File: src/sv/vilp_pkg.sv
// ----------------------------------------------------------------------------
// vilp_pkg
// types and constants shared by the display list parser modules
// ----------------------------------------------------------------------------
package vilp_pkg;

    // parse phases
    typedef enum logic [2:0] {
        PH_ENDED    = 3'd0,
        PH_TYPE     = 3'd1,
        PH_COUNT_HI = 3'd2,
        PH_COUNT_LO = 3'd3,
        PH_INDEX    = 3'd4,
        PH_INDEX_LO = 3'd5
    } t_phase;

    typedef enum logic [1:0] {
        EV_HEADER = 2'd0,
        EV_INDEX  = 2'd1,
        EV_END    = 2'd2
    } t_event;

    typedef enum logic [1:0] {
        CFG_ATTR_COUNT  = 2'd0,
        CFG_IDS_FIRST   = 2'd1,
        CFG_IDS_SECOND  = 2'd2,
        CFG_WIDE_MASK   = 2'd3
    } t_cfg_index;

    // attribute ids
    localparam logic [7:0] ID_MATRIX   = 8'h00;
    localparam logic [7:0] ID_POSITION = 8'h09;
    localparam logic [7:0] ID_NORMAL   = 8'h0a;
    localparam logic [7:0] ID_COLOR0   = 8'h0b;
    localparam logic [7:0] ID_COLOR1   = 8'h0c;
    localparam logic [7:0] ID_TEX0     = 8'h0d;
    localparam logic [7:0] ID_TEX7     = 8'h14;

    // attribute kinds
    localparam logic [3:0] KIND_MATRIX   = 4'd0;
    localparam logic [3:0] KIND_POSITION = 4'd1;
    localparam logic [3:0] KIND_NORMAL   = 4'd2;
    localparam logic [3:0] KIND_COLOR0   = 4'd3;
    localparam logic [3:0] KIND_TEX0     = 4'd5;
    localparam logic [3:0] KIND_UNKNOWN  = 4'd13;

    localparam int CFG_DATA_W = 64;

    typedef struct packed {
        logic [4:0]   attr_count;
        logic [127:0] attr_ids;     // slot s in bits 8s+7..8s
        logic [15:0]  wide_mask;
    } t_cfg;

    typedef struct packed {
        logic [7:0]  data_byte;
        logic        packet_start;
        logic [31:0] packet_size;
    } t_in_item;

    // parser state apart from the attribute slot counter
    typedef struct packed {
        t_phase      phase;
        logic [31:0] bytes_read;
        logic [31:0] size_limit;
        logic [7:0]  current_type;
        logic [15:0] vertex_count;
        logic [15:0] vertex_counter;
        logic [7:0]  high_byte;
    } t_state;

    typedef struct packed {
        t_event      event_kind;
        logic [7:0]  prim_type;
        logic [15:0] vertex_total;
        logic [15:0] vertex_number;
        logic [3:0]  attr_kind;
        logic [15:0] index_value;
        logic        last_in_vertex;
        logic        last_in_prim;
    } t_result;

    function automatic logic [3:0] kind_of(input logic [7:0] id);
        logic [3:0] k;
        priority if (id == ID_MATRIX) begin
            k = KIND_MATRIX;
        end else if (id == ID_POSITION) begin
            k = KIND_POSITION;
        end else if (id == ID_NORMAL) begin
            k = KIND_NORMAL;
        end else if (id == ID_COLOR0 || id == ID_COLOR1) begin
            k = KIND_COLOR0 + 4'(id - ID_COLOR0);
        end else if (id >= ID_TEX0 && id <= ID_TEX7) begin
            k = KIND_TEX0 + 4'(id - ID_TEX0);
        end else begin
            k = KIND_UNKNOWN;
        end
        return k;
    endfunction

endpackage

File: src/sv/vilp_in_if.sv
// ----------------------------------------------------------------------------
// vilp_in_if
// byte channel into the display list parser
// ----------------------------------------------------------------------------
interface vilp_in_if;
    logic        valid;
    logic        ready;
    logic [7:0]  data_byte;
    logic        packet_start;
    logic [31:0] packet_size;

    modport source (output valid, data_byte, packet_start, packet_size, input ready);
    modport sink   (input valid, data_byte, packet_start, packet_size, output ready);
endinterface

File: src/sv/vilp_out_if.sv
// ----------------------------------------------------------------------------
// vilp_out_if
// event channel out of the display list parser
// ----------------------------------------------------------------------------
interface vilp_out_if;
    logic        valid;
    logic        ready;
    logic [1:0]  event_kind;
    logic [7:0]  prim_type;
    logic [15:0] vertex_total;
    logic [15:0] vertex_number;
    logic [3:0]  attr_kind;
    logic [15:0] index_value;
    logic        last_in_vertex;
    logic        last_in_prim;

    modport source (output valid, event_kind, prim_type, vertex_total, vertex_number,
                    attr_kind, index_value, last_in_vertex, last_in_prim, input ready);
    modport sink   (input valid, event_kind, prim_type, vertex_total, vertex_number,
                    attr_kind, index_value, last_in_vertex, last_in_prim, output ready);
endinterface

File: src/sv/vilp_cfg_regs.sv
// ----------------------------------------------------------------------------
// vilp_cfg_regs
// configuration registers written through the plain write port
// ----------------------------------------------------------------------------
module vilp_cfg_regs (
    input  logic                               i_clk,
    input  logic                               i_rst_n,
    input  logic                               i_cfg_we,
    input  logic [1:0]                         i_cfg_index,
    input  logic [vilp_pkg::CFG_DATA_W-1:0]    i_cfg_data,
    output vilp_pkg::t_cfg                     o_cfg
);
    import vilp_pkg::*;

    t_cfg r_cfg;

    always_ff @(posedge i_clk) begin
        if (!i_rst_n) begin
            r_cfg <= '0;
        end else if (i_cfg_we) begin
            unique case (t_cfg_index'(i_cfg_index))
                CFG_ATTR_COUNT: r_cfg.attr_count       <= i_cfg_data[4:0];
                CFG_IDS_FIRST:  r_cfg.attr_ids[63:0]   <= i_cfg_data;
                CFG_IDS_SECOND: r_cfg.attr_ids[127:64] <= i_cfg_data;
                CFG_WIDE_MASK:  r_cfg.wide_mask        <= i_cfg_data[15:0];
            endcase
        end
    end

    assign o_cfg = r_cfg;

endmodule

File: src/sv/vilp_step.sv
// ----------------------------------------------------------------------------
// vilp_step
// next parser state and event for one packet byte
// ----------------------------------------------------------------------------
module vilp_step #(
    parameter int MAX_ATTRS = 16,
    parameter int SLOT_W    = 4
) (
    input  vilp_pkg::t_cfg      i_cfg,
    input  vilp_pkg::t_in_item  i_item,
    input  vilp_pkg::t_state    i_state,
    input  logic [SLOT_W-1:0]   i_slot,
    output vilp_pkg::t_state    o_state,
    output logic [SLOT_W-1:0]   o_slot,
    output logic                o_has_result,
    output vilp_pkg::t_result   o_result
);
    import vilp_pkg::*;

    t_state            s;
    t_result           res;
    logic [SLOT_W-1:0] slot;
    logic [3:0]        slot4;
    logic [4:0]        n_used;
    logic              has;
    logic              do_emit;
    logic [15:0]       emit_value;
    logic              lv;
    logic              lp;
    logic [7:0]        id;
    logic [7:0]        b;

    // attr_count above the slot limit is clamped
    assign n_used = (i_cfg.attr_count > 5'(MAX_ATTRS)) ? 5'(MAX_ATTRS) : i_cfg.attr_count;
    assign b      = i_item.data_byte;

    always_comb begin
        s          = i_state;
        slot       = i_slot;
        res        = '0;
        has        = 1'b0;
        do_emit    = 1'b0;
        emit_value = '0;
        lv         = 1'b0;
        lp         = 1'b0;
        id         = '0;
        slot4      = '0;

        if (i_item.packet_start) begin
            s.bytes_read     = '0;
            s.size_limit     = i_item.packet_size;
            s.vertex_counter = '0;
            slot             = '0;
            s.phase          = PH_TYPE;
        end

        if (s.phase != PH_ENDED) begin
            if (s.bytes_read != '1) begin
                s.bytes_read = s.bytes_read + 32'd1;
            end
            slot4 = 4'(slot);
            unique case (s.phase)
                PH_TYPE: begin
                    if (b == 8'd0 || s.bytes_read >= s.size_limit) begin
                        s.phase        = PH_ENDED;
                        has            = 1'b1;
                        res.event_kind = EV_END;
                        res.prim_type  = b;
                    end else begin
                        s.current_type = b;
                        s.phase        = PH_COUNT_HI;
                    end
                end
                PH_COUNT_HI: begin
                    s.high_byte = b;
                    s.phase     = PH_COUNT_LO;
                end
                PH_COUNT_LO: begin
                    s.vertex_count   = {s.high_byte, b};
                    s.vertex_counter = '0;
                    slot             = '0;
                    s.phase = (s.vertex_count == 16'd0 || n_used == 5'd0) ? PH_TYPE : PH_INDEX;
                    has              = 1'b1;
                    res.event_kind   = EV_HEADER;
                    res.prim_type    = s.current_type;
                    res.vertex_total = s.vertex_count;
                end
                PH_INDEX: begin
                    if (i_cfg.wide_mask[slot4]) begin
                        s.high_byte = b;
                        s.phase     = PH_INDEX_LO;
                    end else begin
                        do_emit    = 1'b1;
                        emit_value = {8'h00, b};
                    end
                end
                PH_INDEX_LO: begin
                    do_emit    = 1'b1;
                    emit_value = {s.high_byte, b};
                end
                default: begin
                    s.phase = PH_ENDED;
                end
            endcase

            if (do_emit) begin
                lv = ({1'b0, slot4} + 5'd1) >= n_used;
                lp = lv && (({1'b0, s.vertex_counter} + 17'd1) >= {1'b0, s.vertex_count});
                id = i_cfg.attr_ids[{slot4, 3'b000} +: 8];
                has                = 1'b1;
                res.event_kind     = EV_INDEX;
                res.prim_type      = s.current_type;
                res.vertex_total   = s.vertex_count;
                res.vertex_number  = s.vertex_counter;
                res.attr_kind      = kind_of(id);
                res.index_value    = emit_value;
                res.last_in_vertex = lv;
                res.last_in_prim   = lp;
                if (lv) begin
                    slot             = '0;
                    s.vertex_counter = s.vertex_counter + 16'd1;
                    s.phase          = lp ? PH_TYPE : PH_INDEX;
                end else begin
                    slot    = slot + SLOT_W'(1);
                    s.phase = PH_INDEX;
                end
            end
        end
    end

    assign o_state      = s;
    assign o_slot       = slot;
    assign o_has_result = has;
    assign o_result     = res;

endmodule

File: src/sv/vertex_index_list_parser_top.sv
// ----------------------------------------------------------------------------
// vertex_index_list_parser_top
// indexed vertex display list parser, one packet byte per word
// ----------------------------------------------------------------------------
// usage
//   i_in carries one packet byte per word with packet_start and packet_size;
//   packet_start restarts the parser and its byte is read as a type byte.
//   o_out carries header, index and packet-end events, zero or one per byte.
//   configuration is written through i_cfg_we / i_cfg_index / i_cfg_data
//   while the block is idle.
// timing
//   a byte is taken into an input register and parsed there; its event, if
//   any, goes into the output register, which drives o_out.
//   throughput is one byte per cycle while no event waits on a stalled o_out,
//   set by the phase and counter update that feeds back on itself each byte.
// reset
//   synchronous active-low reset empties both stages, clears the parser state
//   and configuration and leaves the parser ended, waiting for a packet start.
// stall
//   while o_out is stalled the output register holds its event; bytes with no
//   event go on being taken and parsed, until a byte with an event waits in
//   the input register.
// ----------------------------------------------------------------------------
module vertex_index_list_parser_top #(
    parameter int MAX_ATTRS = 16
) (
    input  logic                             i_clk,
    input  logic                             i_rst_n,
    input  logic                             i_cfg_we,
    input  logic [1:0]                       i_cfg_index,
    input  logic [vilp_pkg::CFG_DATA_W-1:0]  i_cfg_data,
    vilp_in_if.sink                          i_in,
    vilp_out_if.source                       o_out
);
    import vilp_pkg::*;

    localparam int SLOT_W = (MAX_ATTRS > 1) ? $clog2(MAX_ATTRS) : 1;

    t_cfg              cfg;
    t_in_item          r_in;
    logic              r_in_valid;
    t_state            r_state;
    t_state            n_state;
    logic [SLOT_W-1:0] r_attr_slot;
    logic [SLOT_W-1:0] n_attr_slot;
    logic              has_result;
    t_result           result;
    t_result           r_out;
    logic              r_out_valid;
    logic              out_free;
    logic              process;

    vilp_cfg_regs u_cfg (
        .i_clk       (i_clk),
        .i_rst_n     (i_rst_n),
        .i_cfg_we    (i_cfg_we),
        .i_cfg_index (i_cfg_index),
        .i_cfg_data  (i_cfg_data),
        .o_cfg       (cfg)
    );

    vilp_step #(
        .MAX_ATTRS (MAX_ATTRS),
        .SLOT_W    (SLOT_W)
    ) u_step (
        .i_cfg        (cfg),
        .i_item       (r_in),
        .i_state      (r_state),
        .i_slot       (r_attr_slot),
        .o_state      (n_state),
        .o_slot       (n_attr_slot),
        .o_has_result (has_result),
        .o_result     (result)
    );

    // a byte with no event never waits for the output register
    assign out_free   = !r_out_valid || o_out.ready;
    assign process    = r_in_valid && (!has_result || out_free);
    assign i_in.ready = !r_in_valid || process;

    always_ff @(posedge i_clk) begin
        if (!i_rst_n) begin
            r_in_valid <= 1'b0;
        end else if (i_in.ready) begin
            r_in_valid <= i_in.valid;
        end
    end

    always_ff @(posedge i_clk) begin
        if (i_in.ready && i_in.valid) begin
            r_in.data_byte    <= i_in.data_byte;
            r_in.packet_start <= i_in.packet_start;
            r_in.packet_size  <= i_in.packet_size;
        end
    end

    always_ff @(posedge i_clk) begin
        if (!i_rst_n) begin
            r_state.phase          <= PH_ENDED;
            r_state.bytes_read     <= '0;
            r_state.size_limit     <= '0;
            r_state.current_type   <= '0;
            r_state.vertex_count   <= '0;
            r_state.vertex_counter <= '0;
            r_state.high_byte      <= '0;
            r_attr_slot            <= '0;
        end else if (process) begin
            r_state     <= n_state;
            r_attr_slot <= n_attr_slot;
        end
    end

    always_ff @(posedge i_clk) begin
        if (!i_rst_n) begin
            r_out_valid <= 1'b0;
        end else if (process && has_result) begin
            r_out_valid <= 1'b1;
        end else if (o_out.ready) begin
            r_out_valid <= 1'b0;
        end
    end

    always_ff @(posedge i_clk) begin
        if (process && has_result) begin
            r_out <= result;
        end
    end

    assign o_out.valid          = r_out_valid;
    assign o_out.event_kind     = r_out.event_kind;
    assign o_out.prim_type      = r_out.prim_type;
    assign o_out.vertex_total   = r_out.vertex_total;
    assign o_out.vertex_number  = r_out.vertex_number;
    assign o_out.attr_kind      = r_out.attr_kind;
    assign o_out.index_value    = r_out.index_value;
    assign o_out.last_in_vertex = r_out.last_in_vertex;
    assign o_out.last_in_prim   = r_out.last_in_prim;

    // both stages are empty after reset
    a_reset_empty: assert property (@(posedge i_clk)
        !i_rst_n |=> !r_out_valid && !r_in_valid)
        else $error("pipeline not empty after reset");

    // slot counter stays inside the MAX_ATTRS slot range
    a_slot_range: assert property (@(posedge i_clk) disable iff (!i_rst_n)
        r_attr_slot <= SLOT_W'(MAX_ATTRS - 1))
        else $error("attribute slot out of range");

    // a packet-end event leaves the parser ended
    a_end_phase: assert property (@(posedge i_clk) disable iff (!i_rst_n)
        process && has_result && result.event_kind == EV_END
        |=> r_state.phase == PH_ENDED)
        else $error("parser not ended after packet end");

    // the last index of a primitive returns to a type byte
    a_prim_done: assert property (@(posedge i_clk) disable iff (!i_rst_n)
        process && has_result && result.event_kind == EV_INDEX && result.last_in_prim
        |=> r_state.phase == PH_TYPE)
        else $error("parser not at type byte after last index");

    // a held byte is never dropped from the input register
    a_in_hold: assert property (@(posedge i_clk) disable iff (!i_rst_n)
        r_in_valid && !process |=> r_in_valid && $stable(r_in))
        else $error("held input byte lost");

endmodule

File: src/flat_wrapper.sv
// flat-port wrapper written by rule: the top's interface ports become plain ports
module vertex_index_list_parser_top_flat import vilp_pkg::*;
#(
    parameter int MAX_ATTRS = 16
)
  (i_clk, i_rst_n, i_cfg_we, i_cfg_index, i_cfg_data, i_in_valid, i_in_data_byte, i_in_packet_start, i_in_packet_size, i_in_ready, o_out_valid, o_out_event_kind, o_out_prim_type, o_out_vertex_total, o_out_vertex_number, o_out_attr_kind, o_out_index_value, o_out_last_in_vertex, o_out_last_in_prim, o_out_ready);
  vilp_in_if i_in_i ();
  vilp_out_if o_out_i ();
  input  logic i_clk;
  input  logic i_rst_n;
  input  logic i_cfg_we;
  input  logic [1:0] i_cfg_index;
  input  logic [vilp_pkg::CFG_DATA_W-1:0] i_cfg_data;
  input wire logic [$bits(i_in_i.valid)-1:0] i_in_valid;
  input wire logic [$bits(i_in_i.data_byte)-1:0] i_in_data_byte;
  input wire logic [$bits(i_in_i.packet_start)-1:0] i_in_packet_start;
  input wire logic [$bits(i_in_i.packet_size)-1:0] i_in_packet_size;
  output wire logic [$bits(i_in_i.ready)-1:0] i_in_ready;
  output wire logic [$bits(o_out_i.valid)-1:0] o_out_valid;
  output wire logic [$bits(o_out_i.event_kind)-1:0] o_out_event_kind;
  output wire logic [$bits(o_out_i.prim_type)-1:0] o_out_prim_type;
  output wire logic [$bits(o_out_i.vertex_total)-1:0] o_out_vertex_total;
  output wire logic [$bits(o_out_i.vertex_number)-1:0] o_out_vertex_number;
  output wire logic [$bits(o_out_i.attr_kind)-1:0] o_out_attr_kind;
  output wire logic [$bits(o_out_i.index_value)-1:0] o_out_index_value;
  output wire logic [$bits(o_out_i.last_in_vertex)-1:0] o_out_last_in_vertex;
  output wire logic [$bits(o_out_i.last_in_prim)-1:0] o_out_last_in_prim;
  input wire logic [$bits(o_out_i.ready)-1:0] o_out_ready;
  assign i_in_i.valid = i_in_valid;
  assign i_in_i.data_byte = i_in_data_byte;
  assign i_in_i.packet_start = i_in_packet_start;
  assign i_in_i.packet_size = i_in_packet_size;
  assign i_in_ready = i_in_i.ready;
  assign o_out_valid = o_out_i.valid;
  assign o_out_event_kind = o_out_i.event_kind;
  assign o_out_prim_type = o_out_i.prim_type;
  assign o_out_vertex_total = o_out_i.vertex_total;
  assign o_out_vertex_number = o_out_i.vertex_number;
  assign o_out_attr_kind = o_out_i.attr_kind;
  assign o_out_index_value = o_out_i.index_value;
  assign o_out_last_in_vertex = o_out_i.last_in_vertex;
  assign o_out_last_in_prim = o_out_i.last_in_prim;
  assign o_out_i.ready = o_out_ready;
  vertex_index_list_parser_top #(.MAX_ATTRS(MAX_ATTRS)) u_core (.i_clk(i_clk), .i_rst_n(i_rst_n), .i_cfg_we(i_cfg_we), .i_cfg_index(i_cfg_index), .i_cfg_data(i_cfg_data), .i_in(i_in_i), .o_out(o_out_i));
endmodule
File: config.mk
export PLATFORM = sky130hd
export DESIGN_NAME = vertex_index_list_parser_top_flat
export DESIGN_NICKNAME = d
export VERILOG_FILES = /design/src/sv/vilp_pkg.sv /design/src/sv/vilp_in_if.sv /design/src/sv/vilp_out_if.sv /design/src/sv/vilp_cfg_regs.sv /design/src/sv/vilp_step.sv /design/src/sv/vertex_index_list_parser_top.sv /design/src/flat_wrapper.sv
export SDC_FILE = /design/constraint.sdc
export NUM_CORES = 1
export LEC_CHECK = 0
export ABC_CLOCK_PERIOD_IN_PS = 5880
export BUFFER_PORTS_ARGS = -buffer_cell sky130_fd_sc_hd__buf_4
export CELL_PAD_IN_SITES_DETAIL_PLACEMENT = 0
export CELL_PAD_IN_SITES_GLOBAL_PLACEMENT = 2
export CORE_MARGIN = 2
export CORE_UTILIZATION = 34
export DETAILED_ROUTE_END_ITERATION = 10
export PLACE_DENSITY = 0.8
export SETUP_SLACK_MARGIN = 0.02
export SLEW_MARGIN = 20
export SYNTH_ARGS = -nofsm -noshare
export SYNTH_HDL_FRONTEND = slang
export SYNTH_SLANG_ARGS = --single-unit
export TNS_END_PERCENT = 20
File: constraint.sdc
create_clock -name i_clk -period 5.88 [get_ports i_clk]
set_input_delay 0.588 -clock i_clk [delete_from_list [all_inputs] [get_ports i_clk]]
set_output_delay 0.588 -clock i_clk [all_outputs]
set_load 0.02 [all_outputs]
==> run_results.csv, run 1 <==
group,metric,value,unit
die,start_util,34.47,%
power_and_ir_drop,p_sw_share,24.87,%
yosys,synth_compound_area_share,17.34,%
clock_network,htree_levels,2,
yosys,synthSimpleGateAreaFrac,19.50,%
die,ios,178,
sta,fin_worst_skew,23.09,ps
final_layout,layout_commonest_cell,"nand2_1",
worst_setup_path,critPathSlowestCell,"or4_4",
yosys,synthAdderAreaFrac,3.922,%
clock_network,clkSinkCount,375,
worst_setup_path,worstPathCellList,"buf_4 > and4b_1 > and4_1 > and4_2 > buf_4 > nor4_4 > nand4_1 > xnor2_1 > ha_1 > nand4_1 > or4_4 > a2111o_1 > a41oi_4 > nand2_1 > buf_4",
die,die_height,235.3,microns
clock_network,path_clk_slew,60,ps
worst_hold_path,hold_path.class,"in2reg",
worst_setup_path,path_max_fanout,12,
route,drc,0,
job,cap_viol_max_count,0,
power_and_ir_drop,peakVddDrop,204.5,uV
global_routing,gr-usage-all-layers,19.31,%
worst_setup_path,path_common_cell,"buf_4",
power_and_ir_drop,power_density,286.6,nW/um^2
route,drt-total-wl,54.38,mm
power_and_ir_drop,seqPwrFrac,45.3,%
worst_setup_path,crit_type,"reg2out",
worst_setup_path,end_kind,"output port",
final_layout,area_growth_syn_to_layout,19.13,%
placed_design,dp_hpwl,36.69,mm
yosys,syn_nets,2127,
route,num_vias,15070,
global_routing,grt_pass1_wl,85.56,mm
yosys,synth_edf_count,105,
placed_design,io_buffers,177,
die,core_area,52760,sq um
final_layout,drive_gt1_share,17.16,%
yosys,synth_mux_area_share,6.199,%
global_routing,grt_pass1_vias,14810,
sta,finalCriticalPeriod,5592,ps
sta,slew_viol_final,0,
worst_setup_path,crit_family,"simple AND/OR/NAND/NOR gates",
power_and_ir_drop,clkPwrFrac,45.0,%
die,die_w,235.3,microns
clock_network,cts_tree,"yes",
final_layout,layout.nets,2254,
clock_network,cts_made_buffers,45,
route,drt_iter0_drc,1025,
worst_setup_path,arrival,5000,ps
yosys,synthXorXnorAreaFrac,1.975,%
final_layout,mostFrequentLayoutCells,"nand2_1 (383), dfxtp_1 (269), a21oi_1 (223)",
yosys,seq_area_frac_synth,47.06,%
yosys,yosysWarnings,0,
global_routing,grt_antenna_before_repair,1,
yosys,ys_seq_elements,375,
route,via_per_inst,5.364,
sta,tns,0,ps
sta,fin_crit_sh,95.10,%
sta,max_freq,178.8,MHz
worst_setup_path,critical_path.max_stage_delay,590,ps
placed_design,gp_congestion,0.8446,
route,wl_per_cell,19.36,microns
power_and_ir_drop,combPwrFrac,9.7,%
worst_setup_path,cp-start-kind,"flip-flop",
sta,worstMarginPinSlew,995.3,ps
die,die_area,55350,sq um
die,rows,84,
worst_setup_path,path_buf_inv,3,
power_and_ir_drop,p_leak,0.008034,uW
outcome,status,"finished, final reports clean",
yosys,syn_inst,1958,
power_and_ir_drop,internal_power,4665,uW
clock_network,clk_path_buf_depth,3,
sta,hold_violations,0,
sta,setup_violations,0,
yosys,yosysUniqueCellTypes,81,
yosys,synth_top_family_by_area,"simple AND/OR/NAND/NOR gates",
clock_network,cts_root_buffer,"clkbuf_16",
sta,rsz0062_at_grt,"no",
yosys,synthFlopType,"dfxtp_1",
global_routing,grt_max_degree,121,
global_routing,gr-total-overflow,0,
route,drtPass1Iterations,7,
route,antenna_left,0,
power_and_ir_drop,power,6209,uW
power_and_ir_drop,p_switching,1544,uW
final_layout,antenna_cells,0,
clock_network,cts_hold_buf,0,
yosys,avgSynthCellArea,9.288,sq um
yosys,synthArstFlopShare,0,%
worst_setup_path,worstPathRequired,5290,ps
clock_network,insertion_delay,580,ps
yosys,synth_area,18190,sq um
sta,slew_headroom,33.51,%
-- per-stage QoR --
stage / utilization, % / setup slack [ps] / cells / area, sq um / hold WS (ps)
2_1_floorplan: - / 221.1 / 1958 / 18190 / 431.0
3_3_place_gp: 38.04 / 413.2 / 2719 / 20070 / 438.6
3_5_place_dp: 38.04 / 256.5 / 2719 / 20070 / 443.1
4_1_cts: 40.91 / 66.25 / 2803 / 21580 / 162.7
5_1_grt: 41.06 / 40.85 / 2809 / 21670 / 173.8
6_report: 41.06 / 287.9 / 2809 / 21670 / 198.0
-- path summary, 6_finish.rpt --
kind                          start  slack [ps]                endpoint  cells past startpoint
min reg2reg  u_core.u_cfg.o_cfg[28]         450  u_core.u_cfg.o_cfg[28]                      2
max                 u_core.r_in[32]         290              i_in_ready                     15
max reg2reg         u_core.r_in[32]         690      u_core.r_state[64]                     19
min             i_in_packet_size[9]         200          u_core.r_in[9]                      1
-- worst register-to-register path, stage by stage (launching register included) --
cell	delay, ps
edfxtp_1	380
buf_2	180
buf_4	140
buf_4	220
inv_1	170
buf_6	240
and3_1	210
nand4_1	140
nor4_4	430
nand4_1	180
a21oi_1	180
ha_1	260
nand3_1	90
a211oi_1	70
nor4_1	410
a31o_2	330
a41o_2	390
buf_4	650
nor2_1	200
a211oi_2	240
-- power groups by stage --
stage | sequential [uW] | clock (uW) | combinational [uW]
2_1_floorplan | 2840 | 0 | 402
3_3_place_gp | 2870 | 0 | 585
3_5_place_dp | 2870 | 0 | 596
4_1_cts | 2810 | 2880 | 601
5_1_grt | 2820 | 2990 | 665
6_report | 2810 | 2800 | 600
-- repair_timing --
item / 4_1_cts / 5_1_grt
setup buffers: 1 / 6
resized for setup: 1 / 5
pin swaps: 0 / 2
endpoints found under the setup margin: 1 / 3
-- cells in the mapped netlist, types with 6 or more instances --
| cell | number | share of area [%] |
|---|---|---|
| nor3_1 | 43 | 1.2 |
| and3_1 | 32 | 1.1 |
| dfxtp_1 | 270 | 30 |
| o21ai_0 | 33 | 0.91 |
| nand4_1 | 21 | 0.72 |
| inv_1 | 16 | 0.33 |
| mux2i_1 | 80 | 4.4 |
| buf_6 | 10 | 0.62 |
| a32o_1 | 12 | 0.66 |
| nor4_1 | 18 | 0.62 |
| nand2_1 | 383 | 7.9 |
| a22o_1 | 32 | 1.5 |
| o21a_1 | 7 | 0.29 |
| nand2b_1 | 9 | 0.31 |
| a211o_1 | 10 | 0.48 |
| a31oi_1 | 17 | 0.58 |
| and2_1 | 36 | 1.2 |
| buf_1 | 15 | 0.31 |
| o211ai_1 | 10 | 0.41 |
| clkbuf_1 | 79 | 1.6 |
| buf_2 | 32 | 0.88 |
| a211oi_2 | 20 | 1.4 |
| or3_1 | 6 | 0.21 |
| nor2b_1 | 19 | 0.65 |
| a211oi_1 | 41 | 1.7 |
| nand3_1 | 32 | 0.88 |
| nor2_1 | 98 | 2.0 |
| nor3b_1 | 8 | 0.33 |
| xnor2_1 | 23 | 1.1 |
| edfxtp_1 | 105 | 17 |
| and4_1 | 10 | 0.48 |
| a21oi_1 | 224 | 6.2 |
| xor2_1 | 18 | 0.87 |
| mux2_2 | 15 | 0.93 |
| ha_1 | 57 | 3.9 |
| mux4_2 | 7 | 0.87 |
-- flip-flops by register name, summed over array words and instances (netlist names) --
name,flops
u_core.u_cfg.o_cfg,149
u_core.r_state,115
u_core.r_in,41
u_core.o_out.index_value,16
u_core.o_out.vertex_number,16
u_core.o_out.vertex_total,16
u_core.o_out.prim_type,8
u_core.o_out.attr_kind,4
u_core.r_attr_slot,4
u_core.o_out.event_kind,2
u_core.o_out.last_in_prim,1
u_core.o_out.last_in_vertex,1
u_core.o_out.valid,1
u_core.r_in_valid,1
-- cell type report --
type,instances,area [sq um]
repair buffers,220,1678
fillers,5326,31090
well taps,688,860.8
clock buffers,72,1411
multi-input cells,1424,8985
inverters,19,80.08
flip-flops and latches,375,8559
clock inverters,11,91.34
-- logic make-up (layout without fill, tap and decap cells) --
group           count (synthesis)  count (layout)
buf+inv                       159             322
xor+xnor                       41              41
mux                           102             102
simple gates                  751             751
flops                         375             375
compound gates                473             473
fa+ha+maj                      57              57
-- metal layers --
layer | up-vias | routed length [microns] | GRT usage [%] | part of all wire (%)
li1 | 7343 | - | - | -
met5 | - | 13 | 0 | 0.024
met1 | 7274 | 24870 | 25.78 | 46
met3 | 67 | 2696 | 3.283 | 5.0
met2 | 382 | 25760 | 32.24 | 47
met4 | 2 | 1041 | 5.346 | 1.9
Power figures use the tool's default switching activity.
==> inputs of run 2 (changes only) <==
Settings changed: PLACE_DENSITY 0.8 to unset, PLACE_DENSITY_LB_ADDON set to 0.1.
==> run 2 against run 1 <==
  * First-iteration DRC count down 18%
  * Sequential share of layout area about the same
  * Register-to-register slack better by 100 ps
  * Global-route usage up 0.48 points
  * Fmax up 0.72%
  * Worst setup slack better by 40 ps
  * Highest routed layer is now met4
==> run_results.csv, run 2 (synthesis gave the netlist of run 1 again) <==
group,metric,value,unit
outcome,status,"finished, final reports clean",
clock_network,htree_levels,2,
worst_setup_path,path_buf_inv,2,
die,die_w,235.3,microns
die,core_area,52760,sq um
worst_setup_path,worstPathCellList,"buf_2 > nand4b_1 > nor4_4 > and2_1 > and3_1 > and3_1 > xnor2_1 > nor2_1 > ha_1 > nand4_1 > or4_4 > a2111o_1 > a41oi_4 > nand2_1 > buf_4",
sta,whs,188.6,ps
clock_network,clkSinkCount,375,
final_layout,multiInputGateArea,8986,sq um
die,die_height,235.3,microns
power_and_ir_drop,peakVddDrop,179.8,uV
clock_network,clk_path_buf_depth,3,
route,wl_per_cell,19.84,microns
global_routing,grt_antenna_before_repair,0,
final_layout,drive_gt1_share,17.39,%
global_routing,grtUsageMet1,26.33,%
worst_setup_path,end_kind,"output port",
sta,setup_violations,0,
route,num_vias,14920,
worst_setup_path,critPathSlowestCell,"or4_4",
worst_setup_path,path_max_fanout,5,
worst_setup_path,crit_type,"reg2out",
sta,hold_violations,0,
final_layout,fin_area,21660,sq um
die,rows,84,
clock_network,cts_tree,"yes",
sta,slew_viol_final,0,
global_routing,gr-usage-all-layers,19.79,%
global_routing,grt_pass1_wl,86.77,mm
final_layout,seq_area,8559,sq um
route,antenna_left,0,
final_layout,area_growth_syn_to_layout,19.10,%
die,ios,178,
global_routing,grt_pass1_vias,14580,
final_layout,layout.nets,2257,
route,drc,0,
die,die_area,55350,sq um
power_and_ir_drop,p_leak,0.008037,uW
global_routing,grt-busiest-layer,"met2",
route,drtPass1Iterations,5,
global_routing,gr-total-overflow,0,
clock_network,cts_hold_buf,0,
sta,worstMarginPinSlew,1134,ps
placed_design,dp_hpwl,37.43,mm
final_layout,layout_commonest_cell,"nand2_1",
route,drt-total-wl,55.75,mm
worst_setup_path,crit_family,"simple AND/OR/NAND/NOR gates",
sta,slew_headroom,24.22,%
sta,fin_worst_skew,15.55,ps
sta,fin_crit_sh,94.42,%
clock_network,cts_made_buffers,45,
worst_setup_path,reg2reg_slack,790,ps
final_layout,num-fill-cells,5331,
placed_design,placed_area,20080,sq um
global_routing,met2_usage,33.45,%
die,start_util,34.47,%
job,cap_viol_max_count,0,
worst_setup_path,arrival,4960,ps
worst_setup_path,critical_path.max_stage_delay,580,ps
clock_network,path_clk_slew,60,ps
placed_design,io_buffers,177,
final_layout,mostFrequentLayoutCells,"nand2_1 (383), dfxtp_1 (269), a21oi_1 (223)",
route,via_per_inst,5.309,
worst_setup_path,cp-start-kind,"flip-flop",
worst_setup_path,worstPathRequired,5290,ps
final_layout,largest_reg_flops,149,
final_layout,antenna_cells,0,
route,drt_iter0_drc,844,
global_routing,grt_max_degree,172,
worst_setup_path,path_common_cell,"and3_1",
clock_network,insertion_delay,580,ps
clock_network,cts_root_buffer,"clkbuf_16",
sta,tns,0,ps
global_routing,use_met3,2.896,%
power_and_ir_drop,power_density,283.7,nW/um^2
sta,max_freq,180.1,MHz
placed_design,gp_congestion,0.8435,
sta,finalCriticalPeriod,5552,ps
sta,rsz0062_at_grt,"no",
worst_hold_path,hold_path.class,"in2reg",
## run 2: stage by stage
step	utilization, %	worst slack (ps)	power [uW]	cells
finish	41.05	328.1	6145	2810
CTS	40.87	171.1	6236	2804
floorplan	-	221.1	3241	1958
global route	41.05	50.46	6410	2810
detailed placement	38.06	329.0	3478	2719
global placement	38.06	407.1	3472	2719
## run 2: layout make-up
| cell class | count | share of cell area (%) |
|---|---|---|
| multi-input combinational | 1424 | 41.49 |
| sequential | 375 | 39.52 |
| timing repair buffer | 223 | 7.983 |
| clock buffer | 64 | 6.141 |
| tap | 688 | 3.974 |
| clock inverter | 17 | 0.5372 |
| inverter | 19 | 0.3582 |
## run 2: timing repair
item / 4_1_cts / 5_1_grt
gates cloned: 0 / 0
resized for setup: 1 / 7
pin swaps: 0 / 2
buffers inserted: 4 / 5
endpoints found under the setup margin: 1 / 1
## run 2: layer usage
metal	wire (microns)	share of wire (%)
met5	0	0
met4	1145	2.1
met3	2195	3.9
met2	26550	48
met1	25860	46
## run 2: path summary, 6_finish.rpt
path / startpoint / to / cells after the start
worst max-delay path: u_core.r_in[32] / i_in_ready / 15
worst min-delay path: i_in_packet_size[18] / u_core.r_in[18] / 1
worst max register to register: u_core.r_in[32] / u_core.r_state[99] / 16
worst min register to register: u_core.u_cfg.o_cfg[120] / u_core.u_cfg.o_cfg[120] / 2
## run 2: power by group
part	internal, uW	total [uW]	switching [uW]	leakage (uW)
clock network	1610	2720	1110	0.000720
registers	2750	2810	68.5	0.00330
logic	234	609	375	0.00401
==> inputs of run 3 (changes only) <==
Settings changed: ABC_CLOCK_PERIOD_IN_PS 5880 to 4450.
Clock period 5.88 ns to 4.45 ns, I/O delays scaled along.
==> run 3 against run 2 <==
  * The run now ends with setup timing left
  * Final area rose by 8.2%
  * First-iteration DRC count up 13%
  * Die area unchanged
  * Global-route usage rose by 0.75 points
  * Routed wire length grew 4.7%
  * Critical endpoint unchanged
  * Highest routed layer is now met5
==> run_results.csv, run 3 (synthesis gave the netlist of run 1 again) <==
group,metric,value,unit
sta,setup_slack,-541.3,ps
clock_network,insertion_delay,580,ps
die,die_height,235.3,microns
die,start_util,34.47,%
global_routing,grtUsageMet1,27.42,%
route,num_vias,15570,
power_and_ir_drop,power_density,358.1,nW/um^2
worst_setup_path,r2r_cells,20,
global_routing,grt_pass1_wl,90.26,mm
final_layout,num-fill-cells,5204,
die,core_area,52760,sq um
power_and_ir_drop,clkPwrFrac,45.3,%
sta,whs,42.92,ps
final_layout,mostFrequentLayoutCells,"nand2_1 (380), buf_4 (324), dfxtp_1 (269)",
die,ios,178,
worst_setup_path,worstReg2RegEnd,"u_core.o_out.vertex_number[2]",
power_and_ir_drop,seqPwrFrac,44.3,%
sta,slew_viol_final,0,
power_and_ir_drop,p_sw_share,25.20,%
sta,worstMarginPinSlew,978.9,ps
sta,hold_violations,0,
worst_hold_path,hold_path_end,"u_core.r_in[27]",
die,die_w,235.3,microns
worst_setup_path,crit_type,"reg2out",
final_layout,layout.nets,2396,
power_and_ir_drop,internal_power,6275,uW
clock_network,cts_made_buffers,45,
worst_setup_path,path_max_fanout,6,
sta,fin_worst_skew,18.04,ps
final_layout,seq_area,8559,sq um
worst_hold_path,hold_path.class,"in2reg",
global_routing,grt-busiest-layer,"met2",
worst_setup_path,reg2reg_slack,-500,ps
placed_design,gp_congestion,0.8573,
sta,rsz0062_at_grt,"yes",
sta,setup_violations,207,
sta,fin_crit_sh,112.2,%
worst_setup_path,cp-start-kind,"flip-flop",
clock_network,cts_tree,"yes",
route,via_per_inst,5.273,
worst_setup_path,arrival,4550,ps
final_layout,drive_gt1_share,25.27,%
job,cap_viol_max_count,0,
clock_network,htree_levels,2,
placed_design,dpl_worst_slack,-446.4,ps
global_routing,grt_pass1_vias,15240,
route,drtPass1Iterations,5,
route,drc,0,
worst_setup_path,critPathSlowestCell,"a2111o_1",
worst_hold_path,worstHoldStart,"i_in_packet_size[27]",
outcome,status,"finished, violations left",
final_layout,multiInputGateArea,9338,sq um
clock_network,clk_path_buf_depth,3,
power_and_ir_drop,peakVddDrop,246.1,uV
final_layout,area_growth_syn_to_layout,28.82,%
global_routing,gr-usage-all-layers,20.55,%
route,drt_iter0_drc,957,
sta,max_freq,200.4,MHz
global_routing,grt_antenna_before_repair,2,
global_routing,met2_usage,34.63,%
route,drt-total-wl,58.36,mm
final_layout,antenna_cells,0,
sta,slew_headroom,34.58,%
worst_setup_path,end_kind,"output port",
clock_network,clkSinkCount,375,
placed_design,io_buffers,177,
global_routing,gr-total-overflow,0,
placed_design,dp_hpwl,39.72,mm
clock_network,path_clk_slew,60,ps
global_routing,use_met3,3.483,%
die,die_area,55350,sq um
worst_setup_path,critical_path.max_stage_delay,500,ps
final_layout,largest_reg_flops,149,
worst_setup_path,worstPathRequired,4010,ps
worst_setup_path,r2r-start,"u_core.r_in[32]",
sta,finalCriticalPeriod,4991,ps
power_and_ir_drop,p_leak,0.008895,uW
global_routing,grt_max_degree,118,
final_layout,layout_commonest_cell,"nand2_1",
route,wl_per_cell,19.77,microns
worst_setup_path,worstPathCellList,"buf_2 > nor2b_2 > nand3_1 > buf_4 > buf_4 > nor4_4 > nand4_1 > xnor2_1 > ha_1 > nand4_1 > or4_4 > a2111o_1 > a41oi_4 > nand2_1 > buf_6",
worst_hold_path,hold_path_depth,1,
route,antenna_left,0,
power_and_ir_drop,power,8389,uW
clock_network,cts_hold_buf,0,
die,rows,84,
power_and_ir_drop,p_switching,2115,uW
power_and_ir_drop,combPwrFrac,10.5,%
outcome,violations,"setup timing",
clock_network,cts_root_buffer,"clkbuf_16",
==> run 3: metrics by stage <==
step | cells | cell area, sq um | utilization [%] | TNS, ps
finish | 2952 | 23430 | 44.40 | -54260
detailed placement | 2843 | 21150 | 40.08 | -71060
global route | 2952 | 23430 | 44.40 | -105120
floorplan | 1958 | 18300 | - | -70920
global placement | 2843 | 21150 | 40.08 | -62610
CTS | 2947 | 23160 | 43.89 | -39430
==> run 3: worst max-delay path, delay by kind of cell (launching register included) <==
family / cells / cell delay, ps
flops: 1 / 440
compound gates: 2 / 750
simple gates: 7 / 1600
xor+xnor: 1 / 170
fa+ha+maj: 1 / 290
buf+inv: 4 / 710
==> run 3: area by class of cell <==
class | count | area share, %
multi-input combinational | 1424 | 39.86
sequential | 375 | 36.54
timing repair buffer | 362 | 13.03
clock buffer | 68 | 5.827
tap | 688 | 3.674
clock inverter | 16 | 0.7157
inverter | 19 | 0.3578
==> run 3: how the worst max path moves through the flow <==
stage                                from                             end  slack [ps]  cells past startpoint
after CTS                 u_core.r_in[32]                      i_in_ready        -550                     18
after global routing      u_core.r_in[32]                      i_in_ready        -780                     15
after floorplan           u_core.r_in[32]       u_core.o_out.attr_kind[0]        -940                     22
after detailed placement  u_core.r_in[32]  u_core.o_out.vertex_number[10]        -450                     18
final                     u_core.r_in[32]                      i_in_ready        -540                     15
after global placement    u_core.r_in[32]  u_core.o_out.vertex_number[10]        -410                     18
==> run 3: layer usage <==
metal	share of wire [%]	wire, microns
met2	47	27570
met3	4.9	2844
met5	0.039	23
met1	46	26880
met4	1.8	1045
==> run 3: repair_timing <==
| action | 4_1_cts | 5_1_grt |
|---|---|---|
| endpoints found under the setup margin | 218 | 236 |
| buffers inserted | 15 | 4 |
| cloned | 5 | 2 |
| pin swaps | 21 | 7 |
| gates resized for setup | 60 | 49 |
==> run 3: power by group through the flow <==
stage,clock (uW),combinational (uW),sequential (uW)
floorplan,0,534,3750
global placement,0,841,3780
detailed placement,0,852,3780
CTS,3890,866,3710
global route,4040,970,3730
finish,3800,879,3710
